### config.mk
export PLATFORM = sky130hd
export DESIGN_NAME = lsk_front
export DESIGN_NICKNAME = d
export VERILOG_FILES = /design/src/hw/rtl/lsk_pkg.sv /design/src/hw/rtl/lsk_front.sv
export SDC_FILE = /design/constraint.sdc
export NUM_CORES = 1
export LEC_CHECK = 0
export CAP_MARGIN = 20
export CORE_ASPECT_RATIO = 1.25
export CORE_MARGIN = 3
export CORE_UTILIZATION = 50
export DETAILED_ROUTE_END_ITERATION = 8
export DONT_BUFFER_PORTS = 1
export PLACE_DENSITY_LB_ADDON = 0.12
export SYNTH_ARGS = -nofsm -noshare
export SYNTH_HDL_FRONTEND = slang
export SYNTH_SLANG_ARGS = --single-unit
### constraint.sdc
create_clock -name clk -period 12.2 [get_ports clk]
set_clock_uncertainty 0.2 [all_clocks]
set_input_delay 0.61 -clock clk [delete_from_list [all_inputs] [get_ports clk]]
set_output_delay 0.61 -clock clk [all_outputs]
set_load 0.01 [all_outputs]
### src/hw/rtl/lsk_pkg.sv
package lsk_pkg;

    // fixed field widths
    localparam int IDX_W  = 10;
    localparam int SIDE_W = 11;
    localparam int ACT_W  = 2;

    // signed frequency, squares and kernel numerators
    localparam int K_W    = 11;
    localparam int SQ_W   = 20;
    localparam int XY_W   = 21;
    localparam int DEN_W  = 21;
    localparam int NUM_W  = 22;

    // kernel fraction bits and quotient width (kernel part is at most 1.0)
    localparam int KFRAC  = 18;
    localparam int Q_W    = KFRAC + 1;
    localparam int KR_W   = Q_W + 1;

    // divisor is twice the denominator, remainder stays below it
    localparam int D_W    = DEN_W + 1;
    localparam int R_W    = D_W;

    localparam logic [SIDE_W-1:0] SIDE_RESET = SIDE_W'(256);
    localparam logic [SIDE_W-1:0] SIDE_MIN   = SIDE_W'(2);

    localparam logic [ACT_W-1:0] ACT_FORWARD = 2'd0;
    localparam logic [ACT_W-1:0] ACT_ADJOINT = 2'd1;
    localparam logic [ACT_W-1:0] ACT_INVERSE = 2'd2;

    // one lane of the long division
    typedef struct packed {
        logic [R_W-1:0] rem;
        logic [Q_W-1:0] quo;
    } div_lane_t;

    // item flags that travel with the data
    typedef struct packed {
        logic neg_r;
        logic neg_i;
        logic zero_k;
        logic err;
    } item_flags_t;

endpackage

### src/hw/rtl/lsk_front.sv
module lsk_front #(
    parameter int MAX_SIDE   = 1024,
    parameter int VALUE_BITS = 24
) (
    input  logic                              clk,
    input  logic                              rst_n,
    input  logic                              en,
    input  logic                              valid_in,
    input  logic [lsk_pkg::SIDE_W-1:0]        side,
    input  logic [lsk_pkg::ACT_W-1:0]         action,
    input  logic [lsk_pkg::IDX_W-1:0]         row_index,
    input  logic [lsk_pkg::IDX_W-1:0]         col_index,
    input  logic signed [VALUE_BITS-1:0]      value_re,
    input  logic signed [VALUE_BITS-1:0]      value_im,
    output logic                              valid_out,
    output lsk_pkg::div_lane_t                lane_r,
    output lsk_pkg::div_lane_t                lane_i,
    output logic [lsk_pkg::D_W-1:0]           dsor,
    output logic [lsk_pkg::Q_W-1:0]           nlow,
    output lsk_pkg::item_flags_t              flags,
    output logic signed [VALUE_BITS-1:0]      vr,
    output logic signed [VALUE_BITS-1:0]      vi
);
    import lsk_pkg::*;

    localparam logic [SIDE_W-1:0] SIDE_MAX =
        (MAX_SIDE > 2047) ? SIDE_W'(2047) : SIDE_W'(MAX_SIDE);

    logic [SIDE_W-1:0] side_eff;
    logic              err_next;
    logic [K_W-1:0]    ky_next;
    logic [K_W-1:0]    kx_next;
    logic [K_W:0]      ky_wrap;
    logic [K_W:0]      kx_wrap;

    logic                         v1_reg;
    logic                         err1_reg;
    logic                         conj1_reg;
    logic signed [K_W-1:0]        ky_reg;
    logic signed [K_W-1:0]        kx_reg;
    logic signed [VALUE_BITS-1:0] vr1_reg;
    logic signed [VALUE_BITS-1:0] vi1_reg;

    logic                         v2_reg;
    logic                         err2_reg;
    logic                         conj2_reg;
    logic [SQ_W-1:0]              kyy_reg;
    logic [SQ_W-1:0]              kxx_reg;
    logic signed [XY_W-1:0]       kxy_reg;
    logic signed [VALUE_BITS-1:0] vr2_reg;
    logic signed [VALUE_BITS-1:0] vi2_reg;

    logic signed [2*K_W-1:0] kyy_full;
    logic signed [2*K_W-1:0] kxx_full;
    logic signed [2*K_W-1:0] kxy_full;

    logic [DEN_W-1:0]        den;
    logic signed [NUM_W-1:0] num_r;
    logic signed [NUM_W-1:0] num_i;
    logic [NUM_W-1:0]        abs_r;
    logic [NUM_W-1:0]        abs_i;
    logic [R_W-1:0]          rem_top;

    logic                         v3_reg;
    div_lane_t                    lane_r_reg;
    div_lane_t                    lane_i_reg;
    logic [D_W-1:0]               dsor_reg;
    logic [Q_W-1:0]               nlow_reg;
    item_flags_t                  flags_reg;
    logic signed [VALUE_BITS-1:0] vr3_reg;
    logic signed [VALUE_BITS-1:0] vi3_reg;

    // side clamp, range check and wrap to signed frequency
    always_comb
    begin
        side_eff = side;
        if (side < SIDE_MIN)
            side_eff = SIDE_MIN;
        if (side > SIDE_MAX)
            side_eff = SIDE_MAX;
        err_next = ({1'b0, row_index} >= side_eff) || ({1'b0, col_index} >= side_eff);
        ky_wrap  = {2'b00, row_index} - {1'b0, side_eff};
        kx_wrap  = {2'b00, col_index} - {1'b0, side_eff};
        ky_next  = ({row_index, 1'b0} < side_eff) ? {1'b0, row_index} : ky_wrap[K_W-1:0];
        kx_next  = ({col_index, 1'b0} < side_eff) ? {1'b0, col_index} : kx_wrap[K_W-1:0];
    end

    // squares and cross term
    assign kyy_full = ky_reg * ky_reg;
    assign kxx_full = kx_reg * kx_reg;
    assign kxy_full = kx_reg * ky_reg;

    // numerators, magnitudes and division set-up
    always_comb
    begin
        den     = {1'b0, kyy_reg} + {1'b0, kxx_reg};
        num_r   = $signed({2'b00, kyy_reg}) - $signed({2'b00, kxx_reg});
        num_i   = {kxy_reg, 1'b0};
        abs_r   = num_r[NUM_W-1] ? -num_r : num_r;
        abs_i   = num_i[NUM_W-1] ? -num_i : num_i;
        rem_top = R_W'(den[DEN_W-1:Q_W]);
    end

    always_ff @(posedge clk or negedge rst_n)
    begin
        if (!rst_n)
        begin
            v1_reg <= 1'b0;
            v2_reg <= 1'b0;
            v3_reg <= 1'b0;
        end
        else if (en)
        begin
            v1_reg <= valid_in;
            v2_reg <= v1_reg;
            v3_reg <= v2_reg;
        end
    end

    always_ff @(posedge clk)
    begin
        if (en)
        begin
            err1_reg  <= err_next;
            conj1_reg <= (action != ACT_FORWARD);
            ky_reg    <= ky_next;
            kx_reg    <= kx_next;
            vr1_reg   <= value_re;
            vi1_reg   <= value_im;

            err2_reg  <= err1_reg;
            conj2_reg <= conj1_reg;
            kyy_reg   <= kyy_full[SQ_W-1:0];
            kxx_reg   <= kxx_full[SQ_W-1:0];
            kxy_reg   <= kxy_full[XY_W-1:0];
            vr2_reg   <= vr1_reg;
            vi2_reg   <= vi1_reg;

            lane_r_reg.rem   <= R_W'(abs_r[DEN_W-1:0]) + rem_top;
            lane_r_reg.quo   <= '0;
            lane_i_reg.rem   <= R_W'(abs_i[DEN_W-1:0]) + rem_top;
            lane_i_reg.quo   <= '0;
            dsor_reg         <= {den, 1'b0};
            nlow_reg         <= den[Q_W-1:0];
            flags_reg.neg_r  <= num_r[NUM_W-1];
            flags_reg.neg_i  <= num_i[NUM_W-1] ^ conj2_reg;
            flags_reg.zero_k <= (den == '0);
            flags_reg.err    <= err2_reg;
            vr3_reg          <= vr2_reg;
            vi3_reg          <= vi2_reg;
        end
    end

    assign valid_out = v3_reg;
    assign lane_r    = lane_r_reg;
    assign lane_i    = lane_i_reg;
    assign dsor      = dsor_reg;
    assign nlow      = nlow_reg;
    assign flags     = flags_reg;
    assign vr        = vr3_reg;
    assign vi        = vi3_reg;

endmodule

Yosys cells after proc, flatten, opt, wreduce, memory -nomap -nowiden
Index checks and enable logic that the tools add are counted.
{ "classes": {"addsub": 8, "n_mul": 3, "order_cmp": 6, "n_mux": 6, "bitwise": 1, "n_reduce_logical": 3} }
{ "op_table": {"columns": ["cell", "n"], "rows": [
  ["$add 21x2->22", 2],
  ["$mux 21", 2],
  ["$neg 21->21", 2],
  ["$mul 11x11->20", 2],
  ["$ge 10x11->1", 2],
  ["$lt 11x11->1", 2],
  ["$mux 11", 2],
  ["$sub 10x11->11", 2],
  ["$add 20x20->21", 1],
  ["$logic_not 21->1", 1],
  ["$mul 11x11->21", 1],
  ["$sub 20x20->21", 1],
  ["$mux 10", 2],
  ["$gt 11x11->1 const B", 1],
  ["$lt 11x2->1 const B", 1],
  ["$reduce_bool 2->1", 1],
  ["$logic_or 1x1->1", 1],
  ["$xor 1x1->1", 1]
]} }
{ "totals": {"register_bits": 322, "out_inout_bits": 176} }

Longest topological paths before layout
{ "logic_depth": {"word_depth": 5, "ltp_mapped": 23, "mapped_depth_nobuf": 23} }

Least setup slack after synthesis
No wires, ideal clock.
{ "synth_timing": {"path_kind": "register to register", "startpoint": "reg ky_reg[4]", "endpoint": "reg kxy_reg[20] (data pin)", "setup_time_ns": 0.260, "arrival_time_ns": 5.338, "slack_ns": 6.402, "path_stages_with_launch": 22, "n_path_buf": 2, "period_less_slack_ns": 5.798, "cell_sequence": "edfxtp_1 clkbuf_1 clkbuf_1 nand2_1 fa_1 fa_1 inv_1 ha_1 fa_1 inv_1 fa_1 inv_1 ha_1 a21boi_0 o21ai_0 a21boi_0 o21ai_0 a21oi_1 o41ai_1 o2111ai_1 a21oi_1 xnor2_1"} }
{ "synth_between": {"elab_chain_cells": 1} }
{ "synth_rtl": {"columns": ["item", "line_no", "rtl"], "rows": [
  ["start, declared", "lsk_front.sv:39", "logic signed [K_W-1:0] ky_reg;"],
  ["start signal, assigned", "lsk_front.sv:126", "ky_reg <= ky_next;"],
  ["$mul 11x11->21", "lsk_front.sv:91", "assign kxy_full = kx_reg * ky_reg;"],
  ["net kxy_full[20]", "lsk_front.sv:55", "logic signed [2*K_W-1:0] kxy_full;"],
  ["end signal, assigned", "lsk_front.sv:135", "kxy_reg <= kxy_full[XY_W-1:0];"],
  ["end, declared", "lsk_front.sv:49", "logic signed [XY_W-1:0] kxy_reg;"]
]} }
The timed path passes the listed nets, and every way through them passes these cells.
A chain may end at the register's enable or synchronous reset.

Worst setup path after layout
{ "layout_timing": {"startpoint": "reg ky_reg[0]", "endpoint": "reg kyy_reg[19] (data pin)"} }
{ "layout_between": {"elab_chain_cells": 1} }
{ "layout_rtl": {"columns": ["item", "line_no", "rtl"], "rows": [
  ["$mul 11x11->20", "lsk_front.sv:89", "assign kyy_full = ky_reg * ky_reg;"],
  ["net kyy_full[19]", "lsk_front.sv:53", "logic signed [2*K_W-1:0] kyy_full;"],
  ["end signal, assigned", "lsk_front.sv:133", "kyy_reg <= kyy_full[SQ_W-1:0];"],
  ["end, declared", "lsk_front.sv:47", "logic [SQ_W-1:0] kyy_reg;"]
]} }
The timed path passes the listed nets, and every way through them passes these cells.

==> results.py <==
metrics = {
    "run_status": {
        "status": "completed",
    },
    "drt": {
        "drtPass1Iterations": 7,
        "avgRoutedWirePerCell_um": 16.9,
        "vias": 17377,
        "viasPerCell": 5.21,
        "drtIter0Drc": 820,
        "drcViolationCount": 0,
        "detail-route-antenna-nets": 0,
        "wl_mm": 56.3,
    },
    "logic_synthesis": {
        "syn_inst": 2570,
        "synth_seq_area_share_pct": 32.7,
        "ys_top_cells_by_area": "edfxtp_1 32%, fa_1 22%, ha_1 9.7%, inv_1 6.8%, xnor2_1 4.4%",
        "syn_area_sq_um": 27500,
        "synth_top_cell_area_share_pct": 32.4,
        "syn_area_per_cell_sq_um": 10.7,
        "synth.most_common_cell": "inv_1",
        "async_flop_share_pct": 1.00,
        "yosys_most_used_dff": "edfxtp_1",
        "synth_seq_cells": 300,
        "yosys.area.top_type": "edfxtp_1",
        "ys_types": 99,
        "synth-edff-count": 297,
        "synth_warnings": 0,
        "yosys-top-cells-count": "498 x inv_1, 307 x fa_1, 297 x edfxtp_1",
    },
    "timing": {
        "slew_headroom_pct": 36.5,
        "worst_hold_slack_ps": 46.2,
        "fin_setup_tns_ps": 0,
        "fmax_ghz": 0.144,
        "tightestPinTransition_ps": 953,
        "rsz0062_at_grt": "no",
        "fin_crit_ps": 6930,
        "setup_viol": 0,
        "period_share_pct": 56.8,
        "hold_viol_final": 0,
        "maxSlewViolCount": 0,
    },
    "floorplan": {
        "dieWidth_um": 216,
        "start_util_pct": 50.9,
        "die_area_sq_um": 57900,
        "io_pins": 261,
        "fp-row-count": 95,
        "core_sq_um": 54100,
        "fp.dieH_um": 268,
    },
    "layout": {
        "antennaDiodeCount": 0,
        "utilization_pct": 54.9,
        "layout-drive-gt1-share_pct": 4.52,
        "area_growth_pct": 7.90,
        "fin_nets": 3191,
    },
    "critical_path": {
        "crit_path_cell_trace": "clkinv_1 -> nor2_1 -> fa_1 -> ha_1 -> inv_1 -> fa_1 -> inv_1 -> ha_1 -> inv_1 -> fa_1 -> inv_1 -> ha_1 -> a21o_1 -> a21oi_1 -> o21ai_0 -> a21oi_1 -> nor2b_1 -> o21ai_0 -> a31oi_1 -> o41ai_1 -> o2111ai_1 -> a21oi_1 -> xnor2_1",
        "worstSetupEndpointType": "flip-flop",
        "worstReg2RegStart": "ky_reg[0]",
        "crit_fanout": 17,
        "r2r_slack_ps": 5270,
        "path_buf_inv": 5,
        "crit_family": "compound AO/OA/AOI/OAI gates",
        "crit_required_ps": 12320,
        "cp.arrival_ps": 7050,
        "max_stage_delay_ps": 780,
        "timing.rr.end": "kyy_reg[19]",
        "cp-start-kind": "flip-flop",
        "worstSetupPathType": "reg -> reg",
        "crit_path_frequent_cell": "inv_1",
        "reg2reg_depth": 23,
        "critPathSlowestCell": "edfxtp_1",
    },
    "global_routing": {
        "grt_use_total_pct": 19.7,
        "grt_max_degree": 295,
        "grt_use_met2_pct": 37.4,
        "grt_use_met3_pct": 2.47,
        "gr-total-overflow": 0,
        "met1_usage_pct": 23.1,
        "antenna_found_initial": 0,
        "first_global_vias": 18429,
        "grt_pass1_wl_mm": 92.8,
        "grt-busiest-layer": "met2",
    },
    "min_path": {
        "hold_end": "ky_reg[8]",
        "hold_path.class": "in -> reg",
        "hold_depth": 1,
        "hp-start": "row_index[8]",
    },
    "cts": {
        "postCtsSetupBuffers": 0,
        "cts_buffers": 30,
        "cts_resized": 0,
        "cts.clk_slew.worst_paths_ps": 60,
        "insertion_delay_ps": 600,
        "clock-sinks": 300,
        "ctsHtreeMaxLevel": 1,
        "cts_tree": "yes",
        "clockRootBuffer": "clkbuf_16",
        "postCtsHoldBufs": 63,
        "cts_buffer_depth": 3,
    },
    "flow_run": {
        "maxCapViolations": 0,
    },
    "placement": {
        "gp_congestion": 0.863,
        "port_buffers": 0,
        "dpl.hpwl_mm": 44.1,
    },
}
[worst reg2reg max path: cells and delay by family, from the launching register on]
family,cells,cell delay [ps]
and+or+nand+nor,2,430
adders and majority gates,6,2040
AOI/OAI and AO/OA,9,2240
DFF,1,780
xor gates and xnor gates,1,130
buffers and inverters,5,830
[per-stage QoR]
| step | worst slack, ps | instances | cell area (sq um) |
|---|---|---|---|
| final | 5270 | 3335 | 29700 |
| after detailed placement | 5270 | 3216 | 27900 |
| after global routing | 4850 | 3335 | 29700 |
| after global placement | 5300 | 3216 | 27900 |
| after floorplan | 6400 | 2609 | 27700 |
| after CTS | 5250 | 3334 | 29700 |
[layout by cell type, fill, tap and decap left out, types with 19 or more instances in the layout]
cell type      Yosys  final
inv_1            498    498
fa_1             307    307
edfxtp_1         297    297
ha_1             214    214
nand2_1          195    195
xnor2_1          138    138
nor2_1           128    128
and2_1            97     97
a21oi_1           73     73
dlygate4sd3_1      0     62
o21ai_0           56     56
xor2_1            48     48
nor2b_1           40     40
conb_1             1     40
clkbuf_16          0     30
nor3_1            24     24
nand2b_1          21     21
a21o_1            19     19
a21boi_0          19     19
nand3_1           19     19
[routing by layer]
layer / share of wire, % / vias to the layer above
met5: 0 / -
met4: 3.3 / 0
met3: 3.9 / 106
met2: 54 / 361
met1: 39 / 8660
li1: - / 8250
[cells by family (layout without fill, tap and decap cells)]
kind of cell	Yosys count	after routing	share of synthesized area [%]
and+or+nand+nor	612	612	11.3
xor gates and xnor gates	190	190	6.20
other	1	40	0.0136
DFF	300	300	32.7
buffers and inverters	630	629	9.49
adders and majority gates	521	521	32.1
muxes	11	11	0.423
AOI/OAI and AO/OA	305	305	7.81
[final cells by class]
class	count	area (sq um)
multi-input combinational	1679	16100
clock buffer	33	762
tap	727	910
sequential	300	8990
timing repair buffer	74	751
clock inverter	22	332
fill	4698	24400
inverter	500	1880
[how the worst max path moves through the flow]
stage                    from           to  slack, ps  cells past startpoint
detailed placement  ky_reg[0]  kyy_reg[19]       5270                     23
finish              ky_reg[0]  kyy_reg[19]       5270                     23
floorplan           ky_reg[4]  kxy_reg[20]       6400                     21
global route        ky_reg[0]  kyy_reg[19]       4850                     23
CTS                 ky_reg[0]  kyy_reg[19]       5250                     23
global placement    ky_reg[0]  kyy_reg[19]       5300                     23
Power is not shown: default switching activity piles up to over one toggle a cycle in this logic, so the estimate is an artifact.
