===== config.mk =====
export PLATFORM = sky130hd
export DESIGN_NAME = lsk_div_step
export DESIGN_NICKNAME = d
export VERILOG_FILES = /design/src/hw/rtl/lsk_pkg.sv /design/src/hw/rtl/lsk_div_step.sv
export SDC_FILE = /design/constraint.sdc
export NUM_CORES = 1
export LEC_CHECK = 0
export BUFFER_PORTS_ARGS = -buffer_cell sky130_fd_sc_hd__buf_2
export CAP_MARGIN = 20
export CELL_PAD_IN_SITES_DETAIL_PLACEMENT = 1
export CELL_PAD_IN_SITES_GLOBAL_PLACEMENT = 1
export CORE_MARGIN = 1
export CORE_UTILIZATION = 40
export CTS_CLUSTER_DIAMETER = 30
export DETAILED_ROUTE_END_ITERATION = 12
export GPL_TIMING_DRIVEN = 0
export PLACE_DENSITY_LB_ADDON = 0.1
export SETUP_SLACK_MARGIN = 0.1
export SYNTH_ARGS = -nofsm -noshare
export SYNTH_HDL_FRONTEND = slang
export SYNTH_SLANG_ARGS = --single-unit

===== constraint.sdc =====
create_clock -name clk -period 1.6 [get_ports clk]
set_input_delay 0.32 -clock clk [delete_from_list [all_inputs] [get_ports clk]]
set_output_delay 0.32 -clock clk [all_outputs]
set_load 0.02 [all_outputs]

===== src/hw/rtl/lsk_pkg.sv =====
package lsk_pkg;

    // fixed field widths
    localparam int IDX_W  = 10;
    localparam int SIDE_W = 11;
    localparam int ACT_W  = 2;

    // signed frequency, squares and kernel numerators
    localparam int K_W    = 11;
    localparam int SQ_W   = 20;
    localparam int XY_W   = 21;
    localparam int DEN_W  = 21;
    localparam int NUM_W  = 22;

    // kernel fraction bits and quotient width (kernel part is at most 1.0)
    localparam int KFRAC  = 18;
    localparam int Q_W    = KFRAC + 1;
    localparam int KR_W   = Q_W + 1;

    // divisor is twice the denominator, remainder stays below it
    localparam int D_W    = DEN_W + 1;
    localparam int R_W    = D_W;

    localparam logic [SIDE_W-1:0] SIDE_RESET = SIDE_W'(256);
    localparam logic [SIDE_W-1:0] SIDE_MIN   = SIDE_W'(2);

    localparam logic [ACT_W-1:0] ACT_FORWARD = 2'd0;
    localparam logic [ACT_W-1:0] ACT_ADJOINT = 2'd1;
    localparam logic [ACT_W-1:0] ACT_INVERSE = 2'd2;

    // one lane of the long division
    typedef struct packed {
        logic [R_W-1:0] rem;
        logic [Q_W-1:0] quo;
    } div_lane_t;

    // item flags that travel with the data
    typedef struct packed {
        logic neg_r;
        logic neg_i;
        logic zero_k;
        logic err;
    } item_flags_t;

endpackage


===== src/hw/rtl/lsk_div_step.sv =====
module lsk_div_step #(
    parameter int PW  = 52,
    parameter int BIT = 0
) (
    input  logic                     clk,
    input  logic                     rst_n,
    input  logic                     en,
    input  logic                     valid_in,
    input  lsk_pkg::div_lane_t       lane_r_in,
    input  lsk_pkg::div_lane_t       lane_i_in,
    input  logic [lsk_pkg::D_W-1:0]  dsor_in,
    input  logic [lsk_pkg::Q_W-1:0]  nlow_in,
    input  logic [PW-1:0]            pass_in,
    output logic                     valid_out,
    output lsk_pkg::div_lane_t       lane_r_out,
    output lsk_pkg::div_lane_t       lane_i_out,
    output logic [lsk_pkg::D_W-1:0]  dsor_out,
    output logic [lsk_pkg::Q_W-1:0]  nlow_out,
    output logic [PW-1:0]            pass_out
);
    import lsk_pkg::*;

    logic [R_W:0] trial_r;
    logic [R_W:0] trial_i;
    logic         ge_r;
    logic         ge_i;
    logic [R_W:0] diff_r;
    logic [R_W:0] diff_i;
    div_lane_t    lane_r_next;
    div_lane_t    lane_i_next;

    logic         valid_reg;
    div_lane_t    lane_r_reg;
    div_lane_t    lane_i_reg;
    logic [D_W-1:0] dsor_reg;
    logic [Q_W-1:0] nlow_reg;
    logic [PW-1:0]  pass_reg;

    // one restoring division bit on both lanes
    always_comb
    begin
        trial_r = {lane_r_in.rem, nlow_in[BIT]};
        trial_i = {lane_i_in.rem, nlow_in[BIT]};
        ge_r    = trial_r >= {1'b0, dsor_in};
        ge_i    = trial_i >= {1'b0, dsor_in};
        diff_r  = trial_r - {1'b0, dsor_in};
        diff_i  = trial_i - {1'b0, dsor_in};
        lane_r_next.rem = ge_r ? diff_r[R_W-1:0] : trial_r[R_W-1:0];
        lane_i_next.rem = ge_i ? diff_i[R_W-1:0] : trial_i[R_W-1:0];
        lane_r_next.quo = {lane_r_in.quo[Q_W-2:0], ge_r};
        lane_i_next.quo = {lane_i_in.quo[Q_W-2:0], ge_i};
    end

    always_ff @(posedge clk or negedge rst_n)
    begin
        if (!rst_n)
            valid_reg <= 1'b0;
        else if (en)
            valid_reg <= valid_in;
    end

    always_ff @(posedge clk)
    begin
        if (en)
        begin
            lane_r_reg <= lane_r_next;
            lane_i_reg <= lane_i_next;
            dsor_reg   <= dsor_in;
            nlow_reg   <= nlow_in;
            pass_reg   <= pass_in;
        end
    end

    assign valid_out  = valid_reg;
    assign lane_r_out = lane_r_reg;
    assign lane_i_out = lane_i_reg;
    assign dsor_out   = dsor_reg;
    assign nlow_out   = nlow_reg;
    assign pass_out   = pass_reg;

endmodule


Yosys cells after proc, flatten, opt, wreduce, memory -nomap -nowiden
Cells that the tools add are included.

Logic and storage cells: 14. Bits in registers: 176. Input port bits: 179. Output and inout bits: 176.

Order comparisons: 2. Add/sub/neg operators: 2. Muxes and demuxes: 2.

Operators with widths (number): >= comparator 23 x 22 -> 1 bit (2); 2-to-1 mux 22 bit (2); subtractor 22 bit (2).

Logic depth before layout (Yosys ltp)
Gate-level depths: netlist (run 1).

Depth in word-level cells: 2. Mapped depth: 12. Depth with buffers taken out: 10.

Worst setup path after synthesis (run 1)
Ideal clock, no wire load.

Kind: in2reg. Start: in dsor_in[1] (netlist bit). End: reg lane_i_reg, in the netlist lane_i_out[23] (data pin). Stages: 11. Arrival time: 2510 ps. Path buffers: 2. Required time: 1340 ps. Setup slack: -1170 ps. Library setup time: 260 ps. Cells stage by stage: inv_1 ha_1 nor2b_4 o31a_1 o41ai_1 a31oi_1 o211a_1 or2_1 buf_6 buf_12 mux2_4.

RTL lines: start: declaration (line lsk_div_step.sv:11) `input logic [lsk_pkg::D_W-1:0] dsor_in,`; end signal: assignment (line lsk_div_step.sv:67) `lane_i_reg <= lane_i_next;`; end: declaration (line lsk_div_step.sv:34) `div_lane_t lane_i_reg;`.

==> results of run 1 <==
==> final cells by class <==
type,instances,area share
plain buffers,13,0.01246
diodes,2,0.0003988
clock inverters,15,0.01396
flip-flops and latches,176,0.4207
clock buffers,17,0.03390
multi-input cells,354,0.2846
well taps,270,0.02692
inverters,37,0.01466
repair buffers,410,0.1923
==> worst paths after layout <==
kind                                            endpoint  slack, ps  depth (start not counted)
worst max-delay path            lane_i_out[28]$_DFFE_PP_       -920                         11
worst min-delay path              pass_out[48]$_DFFE_PP_         50                          1
worst max register to register     valid_out$_DFFE_PN0P_        820                          1
worst min register to register     valid_out$_DFFE_PN0P_        560                          1
max in group asynchronous          valid_out$_DFFE_PN0P_       1310                          2
min in group asynchronous          valid_out$_DFFE_PN0P_        210                          2
==> timing repair <==
item,CTS,global route
resized for setup,87,81
gates cloned,2,1
setup endpoints to repair,46,46
pin swaps,21,23
hold endpoints to repair,1,0
hold buffers,1,0
buffers inserted,30,25
==> cell usage after synthesis (all sizes together) (3+ instances only) <==
library cell  number
o211a              4
buf                7
nand2             25
or3                4
nand2b             3
nor3              13
a211oi             5
o21a               9
xor2               8
clkbuf             7
nor2              27
nand4              5
a31o               3
a21oi             30
a21boi             3
ha                43
xnor2             18
edfxtp           175
o31a               4
a311oi             3
o21ai             23
a21o              15
nor2b              5
nor4               6
mux2              36
and2               4
nand3              9
o311ai             3
mux2i              6
a31oi             10
and3               3
inv               37
==> registers in the layout, indices dropped and copies added (netlist names) <==
name,cells
lane_r_out,41
dsor_out,22
pass_out,52
nlow_out,19
lane_i_out,41
valid_out,1
==> cells by family (layout without fill, tap and decap cells) <==
group                      count (synthesis)  after routing  share of synthesized area
muxes                                     42             42                    0.06259
xor gates and xnor gates                  26             26                    0.02732
DFF                                      176            176                     0.6334
and+or+nand+nor                          111            111                    0.06740
buffers and inverters                     51            492                    0.02912
AOI/OAI and AO/OA                        130            130                     0.1108
other                                      0              2                          0
adders and majority gates                 45             45                    0.06935
==> layer usage <==
| metal | track usage | vias up | share of wire |
|---|---|---|---|
| met1 | 0.2952 | 3375 | 0.38 |
| met2 | 0.4712 | 230 | 0.54 |
| li1 | - | 3108 | - |
| met5 | 0 | - | 0.0012 |
| met4 | 0.08854 | 6 | 0.021 |
| met3 | 0.06281 | 44 | 0.062 |
==> power breakdown <==
| group | internal, mW | switching, mW | leakage (nW) | total (mW) |
|---|---|---|---|---|
| clock | 2.10 | 2.11 | 0.285 | 4.22 |
| combinational | 1.62 | 2.06 | 3.45 | 3.68 |
| sequential | 5.62 | 0.123 | 1.72 | 5.74 |
| total | 9.34 | 4.30 | 5.46 | 13.6 |
==> critical path, stage by stage <==
cell      delay, ps
buf_2           110
inv_2            70
ha_4            310
o21a_1          130
o31a_1          300
buf_4           190
o21ai_0         160
a211oi_1        440
nor4_1           90
a311o_1         330
mux2_4          250
==> metrics by stage <==
stage | utilization | setup TNS, ps | cells | worst slack [ps] | cell area, µm²
after global routing | 0.6180 | -39820 | 1292 | -1018 | 12540
after CTS | 0.5942 | -36110 | 1269 | -1003 | 12060
after detailed placement | 0.5311 | -68730 | 1204 | -1661 | 10780
after floorplan | - | -42150 | 581 | -1086 | 8645
after global placement | 0.5293 | -402920 | 1203 | -2025 | 10740
final | 0.6182 | -36550 | 1294 | -918.4 | 12550
==> metrics, run 1 <==
Min Hold Slack=48.12 ps; share of synthesized registers carrying an async set or reset=0.005682; top cells by area, synth=edfxtp_1 63%, ha_1 6.5%, mux2_2 2.8%; number of DRC violations after detailed-routing iteration 0=301; Die W=146.4 µm; Avg Inst Size Synth=14.35 µm²; CTS tree=yes; share of the synthesized area in the top cell type=0.6304; CTS H-tree depth=4; post-synthesis instance area=8335 µm²; drt drc=0; number of buffers between clock root and the deepest sink=2; capturing element type of the critical path=flop; highest net fanout along the worst path=5; Tightest Hold Check Type=in2reg; cell type with the largest total area after synthesis=edfxtp_1; TritonCTS Buffers=17; Synth Net Count=805; iteration count of the initial detailed-routing pass=4; outcome=complete, but fails checks; Tmin final=2518 ps; maximum number of pins on one net before global-route repair=130; I/O pin cnt=355; relative slew slack=0.5318; area enclosed by the die boundary=21420 µm²; post-synthesis sequential area ratio=0.6334; TritonCTS sink count=176; EDFF count, synth=175; worst-case vdd ir drop=0.6903 mV; first-pass GRT wire length=41560 µm; unrepaired setup endpoints after global routing=true; worst reg2reg path startpoint=valid_out$_DFFE_PN0P_; detailed-placement wirelength estimate=20810 µm; start point of the critical path=dsor_in[3]; sort of element at the start of the critical path=input pin; starting density of the core=0.4106; Seq cells post-synth=176; Pleak=5.460 nW; register cell area after layout=5280 µm²; fill cell count=2097; overall die height=146.4 µm; final global-route overflow total=0; Wirelength per Cell=22.40 µm; synthesized netlist cell count=581; detailed-route vias per instance=5.226; Synth Flop Type=edfxtp_1; row count=52; count of input and output buffers=352; hold violation total from the final report=0; overall power=13.64 mW; Crit path required time=1790 ps; net total in the final layout=1233; number of nets with antenna violations after routing=0; routed via count=6763; clock-pin slew on the worst setup and hold paths=80 ps; most common cell after layout, fill and taps aside=buf_2; class of the most critical setup path=in2reg; layout overhead on the synthesized area=50.55%; later-pin clock latency in the skew report=430 ps; Post-Route WL=28990 µm; Final Max Tran Viols=0; weighted congestion at the end of routability-driven global placement=0.8401; fraction of final layout cells with drive strength greater than 1=0.5763; slew at the pin closest to its max-slew limit=702.3 ps; global-route usage over all layers=0.2588; number of synthesis warnings=0; cell at the root of the clock tree=clkbuf_16; count of cell types in the netlist=66; total core area=20300 µm²; area of combinational cells with multiple inputs=3572 µm²; number of global-route vias before repair=7094; upper clock frequency limit=0.3971 GHz; launch instance of the worst min-delay path=pass_in[48]; power density normalized to cell area=1087 nW/µm²; arrival time of data at the critical path endpoint=2710 ps; highest-count cells in the layout ignoring fill and taps=340 x buf_2, 175 x edfxtp_1, 48 x buf_4; Max-Cap Viols=0; failing checks=setup timing; share of the cycle needed by the critical path after routing=1.574; Setup violations, final=46; Clock Skew=0 ps; initial antenna violation count=3; post-route worst setup slack=-918.4 ps
No activity file was read; power rests on OpenSTA's default activity.
==> run 2, diff against run 1 <==
- PLACE_DENSITY: unset -> 0.85
- PLACE_DENSITY_LB_ADDON: 0.1 -> unset
==> metrics, run 2 (same netlist as run 1, synthesis figures left out) <==
TritonCTS Buffers=17 (unchanged); CTS H-tree depth=4 (unchanged); number of DRC violations after detailed-routing iteration 0=275 (-8.6%); number of buffers between clock root and the deepest sink=2 (unchanged); maximum number of pins on one net before global-route repair=98 (-25%); relative slew slack=0.5341 (+0.002267); routed via count=6789 (+0.38%); list of cells traversed by the critical path=buf_2 -> inv_1 -> ha_1 -> and4_4 -> nand2_1 -> nor4_2 -> a2111oi_2 -> a21oi_1 -> or2_1 -> buf_6 -> buf_4 -> mux2_2; net total in the final layout=1218 (-1.2%); TritonCTS sink count=176 (unchanged); R2R cell count=1 (unchanged); Post-Route WL=29850 µm (+3.0%); power density normalized to cell area=1106 nW/µm² (+1.7%); final cell utilization of the core=0.6052 (-0.01307); I/O pin cnt=355 (unchanged); fill cell count=2107 (+0.48%); number of stages on the worst hold path=1 (unchanged); worst-case vdd ir drop=0.7408 mV (+7.3%); failing checks=setup timing; drt drc=0 (unchanged); Final Max Tran Viols=0 (unchanged); number of global-route vias before repair=7115 (+0.30%); overall die height=146.4 µm (unchanged); Die W=146.4 µm (unchanged); Pleak=5.334 nW (-2.3%); area enclosed by the die boundary=21420 µm² (unchanged); launch instance of the worst min-delay path=pass_in[9]; capturing element type of the critical path=flop; most common cell after layout, fill and taps aside=buf_2; register-to-register path setup slack=850 ps (+30 ps); cell at the root of the clock tree=clkbuf_16; number of non-filler instances in the completed layout=1278 (-1.2%); detailed-route vias per instance=5.312 (+1.6%); max incr delay on CP=390 ps (-50 ps); Tmin final=2504 ps (-14.28 ps); hold violation total from the final report=0 (unchanged); weighted congestion at the end of routability-driven global placement=0.7842 (-6.7%); Crit path required time=1790 ps (about the same); slew at the pin closest to its max-slew limit=692.5 ps (-9.785 ps); Tightest Hold Check Type=in2reg; Max-Cap Viols=0 (unchanged); outcome=complete, but fails checks; class of the most critical setup path=in2reg; arrival time of data at the critical path endpoint=2700 ps (about the same); Post-Place Cells=1204 (unchanged); highest-count cells in the layout ignoring fill and taps=340 x buf_2, 175 x edfxtp_1, 33 x mux2_4; layout overhead on the synthesized area=47.37%; sort of element at the start of the critical path=input pin; share of the cycle needed by the critical path after routing=1.565 (-0.008926); post-route worst setup slack=-904.1 ps (+14.28 ps); clock-pin slew on the worst setup and hold paths=80 ps (about the same); later-pin clock latency in the skew report=440 ps (about the same); total core area=20300 µm² (unchanged); max FFs per register=52 (unchanged); worst reg2reg path startpoint=valid_out$_DFFE_PN0P_; Crit-path slowest cell=ha_1; initial antenna violation count=3 (unchanged); overall power=13.59 mW (-0.40%); row count=52 (unchanged); starting density of the core=0.4106 (unchanged); Setup violations, final=46 (unchanged); Reg-to-Reg End=valid_out$_DFFE_PN0P_; number of nets with antenna violations after routing=0 (unchanged); iteration count of the initial detailed-routing pass=4 (unchanged); detailed-placement wirelength estimate=21370 µm (+2.7%); unrepaired setup endpoints after global routing=true; fraction of final layout cells with drive strength greater than 1=0.5571 (-0.01922); Clock Skew=0 ps (unchanged); Wirelength per Cell=23.36 µm (+4.3%); count of input and output buffers=352 (unchanged); CTS tree=yes; final global-route overflow total=0 (unchanged); highest net fanout along the worst path=6 (+1); upper clock frequency limit=0.3993 GHz (+0.57%); global-route usage over all layers=0.2696 (+0.01076); first-pass GRT wire length=42710 µm (+2.8%); Hold Crit Endpoint=pass_out[9]$_DFFE_PP_
==> run 2: cell types whose count changed in the layout (fill, tap and decap cells not counted), sizes merged <==
cell      before  now
diode          2    1
buf          419  400
clkinvlp       2    1
clkbuf        20   24
clkinv         9    5
inv           41   46
==> run 2: per-layer routing <==
layer | vias to the layer above | global-route usage | part of all wire
met1 | 3428 | 0.3080 | 0.39
li1 | 3073 | - | -
met4 | 4 | 0.08698 | 0.018
met5 | - | 0 | 0.0011
met2 | 240 | 0.4990 | 0.54
met3 | 44 | 0.05688 | 0.054
==> run 2: power by group <==
part	total, mW	internal (mW)	switching [mW]
Sequential	5.75	5.62	0.130
Combinational	3.58	1.53	2.05
Clock	4.26	2.11	2.15
Total	13.6	9.26	4.33
==> run 2: how the worst max path moves through the flow <==
stage	slack, ps	start	end
after floorplan	-1090	dsor_in[8]	lane_i_out[23]$_DFFE_PP_
after global placement	-2120	en	valid_out$_DFFE_PN0P_
after detailed placement	-1630	dsor_in[8]	lane_i_out[37]$_DFFE_PP_
after CTS	-960	dsor_in[1]	lane_i_out[35]$_DFFE_PP_
after global routing	-970	dsor_in[8]	lane_i_out[21]$_DFFE_PP_
final	-900	dsor_in[20]	lane_i_out[21]$_DFFE_PP_
==> run 2: stage by stage <==
stage                     TNS, ps  setup WS, ps  hold slack [ps]  instance area (µm²)
after floorplan            -42150         -1086            24.41                 8645
after global placement    -417020         -2119            95.51                10740
after detailed placement   -75150         -1629            107.7                10780
after CTS                  -38270        -961.5            38.42                12030
after global routing       -39200        -965.3            30.73                12280
final                      -37230        -904.1            46.02                12280
==> run 2: area by class of cell <==
type / count / area [µm²] / share of cell area
inverters: 37 / 191.4 / 0.01558
well taps: 270 / 337.8 / 0.02750
clock buffers: 17 / 425.4 / 0.03463
repair buffers: 394 / 2268 / 0.1847
diodes: 1 / 2.502 / 0.0002037
clock inverters: 15 / 165.2 / 0.01344
flip-flops and latches: 176 / 5280 / 0.4298
plain buffers: 14 / 165.2 / 0.01344
multi-input cells: 354 / 3448 / 0.2807
==> run 2: critical path: cells and delay by family <==
| kind | cells | cell delay (ps) |
|---|---|---|
| buf+inv | 4 | 500 |
| compound gates | 2 | 300 |
| mux | 1 | 320 |
| simple gates | 4 | 850 |
| fa+ha+maj | 1 | 390 |
==> run 2: repair_timing <==
item / in CTS / in global routing
resized for setup: 87 / 57
cloned: 2 / 1
pin swaps: 32 / 18
endpoints found under the hold margin: 1 / 0
hold buffers: 1 / 0
setup endpoints to repair: 46 / 46
buffers inserted: 30 / 10
==> run 3, diff against run 2 <==
- CELL_PAD_IN_SITES_DETAIL_PLACEMENT: 1 -> unset
- CELL_PAD_IN_SITES_GLOBAL_PLACEMENT: 1 -> unset
- CORE_AREA: unset -> 2 2 137 139
- CORE_MARGIN: 1 -> unset
- CORE_UTILIZATION: 40 -> unset
- CTS_BUF_LIST: unset -> sky130_fd_sc_hd__clkbuf_4 sky130_fd_sc_hd__clkbuf_8
- DIE_AREA: unset -> 0 0 139 141
- PLACE_DENSITY: 0.85 -> 0.78
==> metrics, run 3 (same netlist as run 1, synthesis figures left out) <==
outcome=complete, but fails checks; failing checks=setup timing; hold violation total from the final report=0 (unchanged); class of the most critical setup path=in2reg; TritonCTS Buffers=17 (unchanged); CTS H-tree depth=4 (unchanged); weighted congestion at the end of routability-driven global placement=0.9092 (+16%); power density normalized to cell area=984.8 nW/µm² (-11%); CTS tree=yes; TritonCTS sink count=176 (unchanged); worst-case vdd ir drop=0.6574 mV (-11%); clock-pin slew on the worst setup and hold paths=100 ps (+20 ps); cell at the root of the clock tree=clkbuf_8; Worst Path Buf+Inv=4 (unchanged); initial antenna violation count=3 (unchanged); detailed-route vias per instance=5.296 (-0.31%); most common cell after layout, fill and taps aside=buf_2; worst reg2reg path startpoint=valid_out$_DFFE_PN0P_; overall die height=141 µm (-3.7%); number of stages on the worst hold path=1 (unchanged); Tmin final=2471 ps (-32.79 ps); layout overhead on the synthesized area=55.25%; Crit path max-delay family=compound AO/OA/AOI/OAI gates; Setup violations, final=46 (unchanged); relative slew slack=0.5303 (-0.003746); starting density of the core=0.4563 (+0.04568); sort of element at the start of the critical path=input pin; iteration count of the initial detailed-routing pass=5 (+1); Die W=139 µm (-5.0%); slew at the pin closest to its max-slew limit=704.5 ps (+12.01 ps); Reg-to-Reg End=valid_out$_DFFE_PN0P_; placed standard-cell area=10740 µm² (-0.42%); upper clock frequency limit=0.4046 GHz (+1.3%); list of cells traversed by the critical path=buf_12 -> clkinv_8 -> ha_4 -> nor2b_4 -> o31a_1 -> o41ai_4 -> a31oi_4 -> o211a_1 -> or2_1 -> buf_6 -> clkbuf_16 -> mux2_4; Pleak=5.645 nW (+5.8%); first-pass GRT wire length=36930 µm (-14%); Wirelength per Cell=20.01 µm (-14%); area enclosed by the die boundary=19600 µm² (-8.5%); Crit path required time=1820 ps (+30 ps); Tightest Hold Check Type=in2reg; drt drc=0 (unchanged); number of DRC violations after detailed-routing iteration 0=325 (+18%); final std cell area, no fill=12940 µm² (+5.3%); unrepaired setup endpoints after global routing=true; launch instance of the worst min-delay path=lane_r_in[13]; maximum number of pins on one net before global-route repair=91 (-7.1%); share of the cycle needed by the critical path after routing=1.545 (-0.02049); highest-count cells in the layout ignoring fill and taps=337 x buf_2, 175 x edfxtp_1, 75 x dlygate4sd3_1; number of global-route vias before repair=6847 (-3.8%); total core area=18270 µm² (-10%); Hold Crit Endpoint=lane_r_out[14]$_DFFE_PP_; max incr delay on CP=360 ps (-30 ps); fill cell count=1226 (-42%); register-to-register path setup slack=810 ps (-40 ps); row count=50 (-3.8%); number of nets with antenna violations after routing=0 (unchanged); later-pin clock latency in the skew report=470 ps (+30 ps); I/O pin cnt=355 (unchanged); Post-Route WL=26470 µm (-11%); number of non-filler instances in the completed layout=1323 (+3.5%); Min Hold Slack=27.57 ps (-18.45 ps); max FFs per register=52 (unchanged); fraction of final layout cells with drive strength greater than 1=0.5230 (-0.03412); R2R cell count=1 (unchanged); detailed-placement wirelength estimate=17890 µm (-16%); capturing element type of the critical path=flop; Post-Place Cells=1168 (-3.0%); post-route worst setup slack=-871.3 ps (+32.79 ps); number of buffers between clock root and the deepest sink=2 (unchanged); final global-route overflow total=0 (unchanged); routed via count=7006 (+3.2%); Final Max Tran Viols=0 (unchanged); arrival time of data at the critical path endpoint=2690 ps (about the same); count of input and output buffers=352 (unchanged); net total in the final layout=1299 (+6.7%); Clock Skew=0 ps (unchanged); global-route usage over all layers=0.2463 (-0.02334); Max-Cap Viols=0 (unchanged); Crit-path slowest cell=o41ai_4; highest net fanout along the worst path=7 (+1)
## run 3: changes by cell type in the layout (fill, tap and decap cells not counted), moves of 3 or more
cell	change
buf_16	+3
buf_2	-3
buf_4	+8
clkbuf_16	-17
clkbuf_8	+18
clkinv_8	+4
dlygate4sd3_1	+74
inv_8	-4
nand2_1	-3
nand2_2	+3
## run 3: worst max path at each step
stage,from,end,slack [ps],depth (start not counted)
after floorplan,dsor_in[8],lane_i_out[23]$_DFFE_PP_,-1090,12
after CTS,dsor_in[8],lane_i_out[23]$_DFFE_PP_,-820,13
after detailed placement,dsor_in[8],lane_i_out[35]$_DFFE_PP_,-1530,13
after global routing,dsor_in[1],lane_i_out[20]$_DFFE_PP_,-940,14
final,dsor_in[1],lane_i_out[23]$_DFFE_PP_,-870,12
after global placement,en,valid_out$_DFFE_PN0P_,-2080,2
## run 3: area by class of cell
type                            instances  area, µm²  area share
Tap cell                              234      292.8     0.02262
Buffer                                 13      158.9     0.01228
Inverter                               37      193.9     0.01499
Clock inverter                         15      210.2     0.01624
Clock buffer                           17      234.0     0.01808
Sequential cell                       176       5280      0.4080
Timing Repair Buffer                  476       3132      0.2420
Antenna cell                            1      2.502   0.0001934
Multi-Input combinational cell        354       3437      0.2656
## run 3: what timing repair did
action | in CTS | in global routing
gates cloned | 3 | 1
endpoints found under the hold margin | 39 | 36
hold buffers | 39 | 36
gates resized for setup | 103 | 48
pin swaps | 29 | 14
endpoints found under the setup margin | 46 | 46
buffers inserted | 32 | 14
## run 3: power by group
part	internal [mW]	leakage [nW]	total [mW]	switching, mW
Sequential	5.62	1.72	5.74	0.122
Clock	1.37	0.219	3.30	1.93
Combinational	1.70	3.70	3.71	2.00
Total	8.69	5.64	12.7	4.06
## run 3: per-layer routing
layer / vias to the layer above / part of all wire / GRT usage / wire length [µm]
li1: 3247 / - / - / -
met5: - / 0.00060 / 0 / 16
met1: 3393 / 0.39 / 0.2825 / 10220
met4: 4 / 0.023 / 0.07974 / 600
met3: 51 / 0.068 / 0.06997 / 1808
met2: 311 / 0.52 / 0.4457 / 13820
## run 3: stage by stage
| step | power (mW) | setup TNS, ps | setup slack, ps | utilization |
|---|---|---|---|---|
| finish | 12.74 | -36970 | -871.3 | 0.7084 |
| global route | 13.26 | -38730 | -941.6 | 0.7083 |
| CTS | 12.52 | -31120 | -823.8 | 0.6730 |
| detailed placement | 8.801 | -67810 | -1529 | 0.5877 |
| global placement | 8.742 | -404400 | -2077 | 0.5857 |
| floorplan | 7.721 | -42150 | -1086 | - |
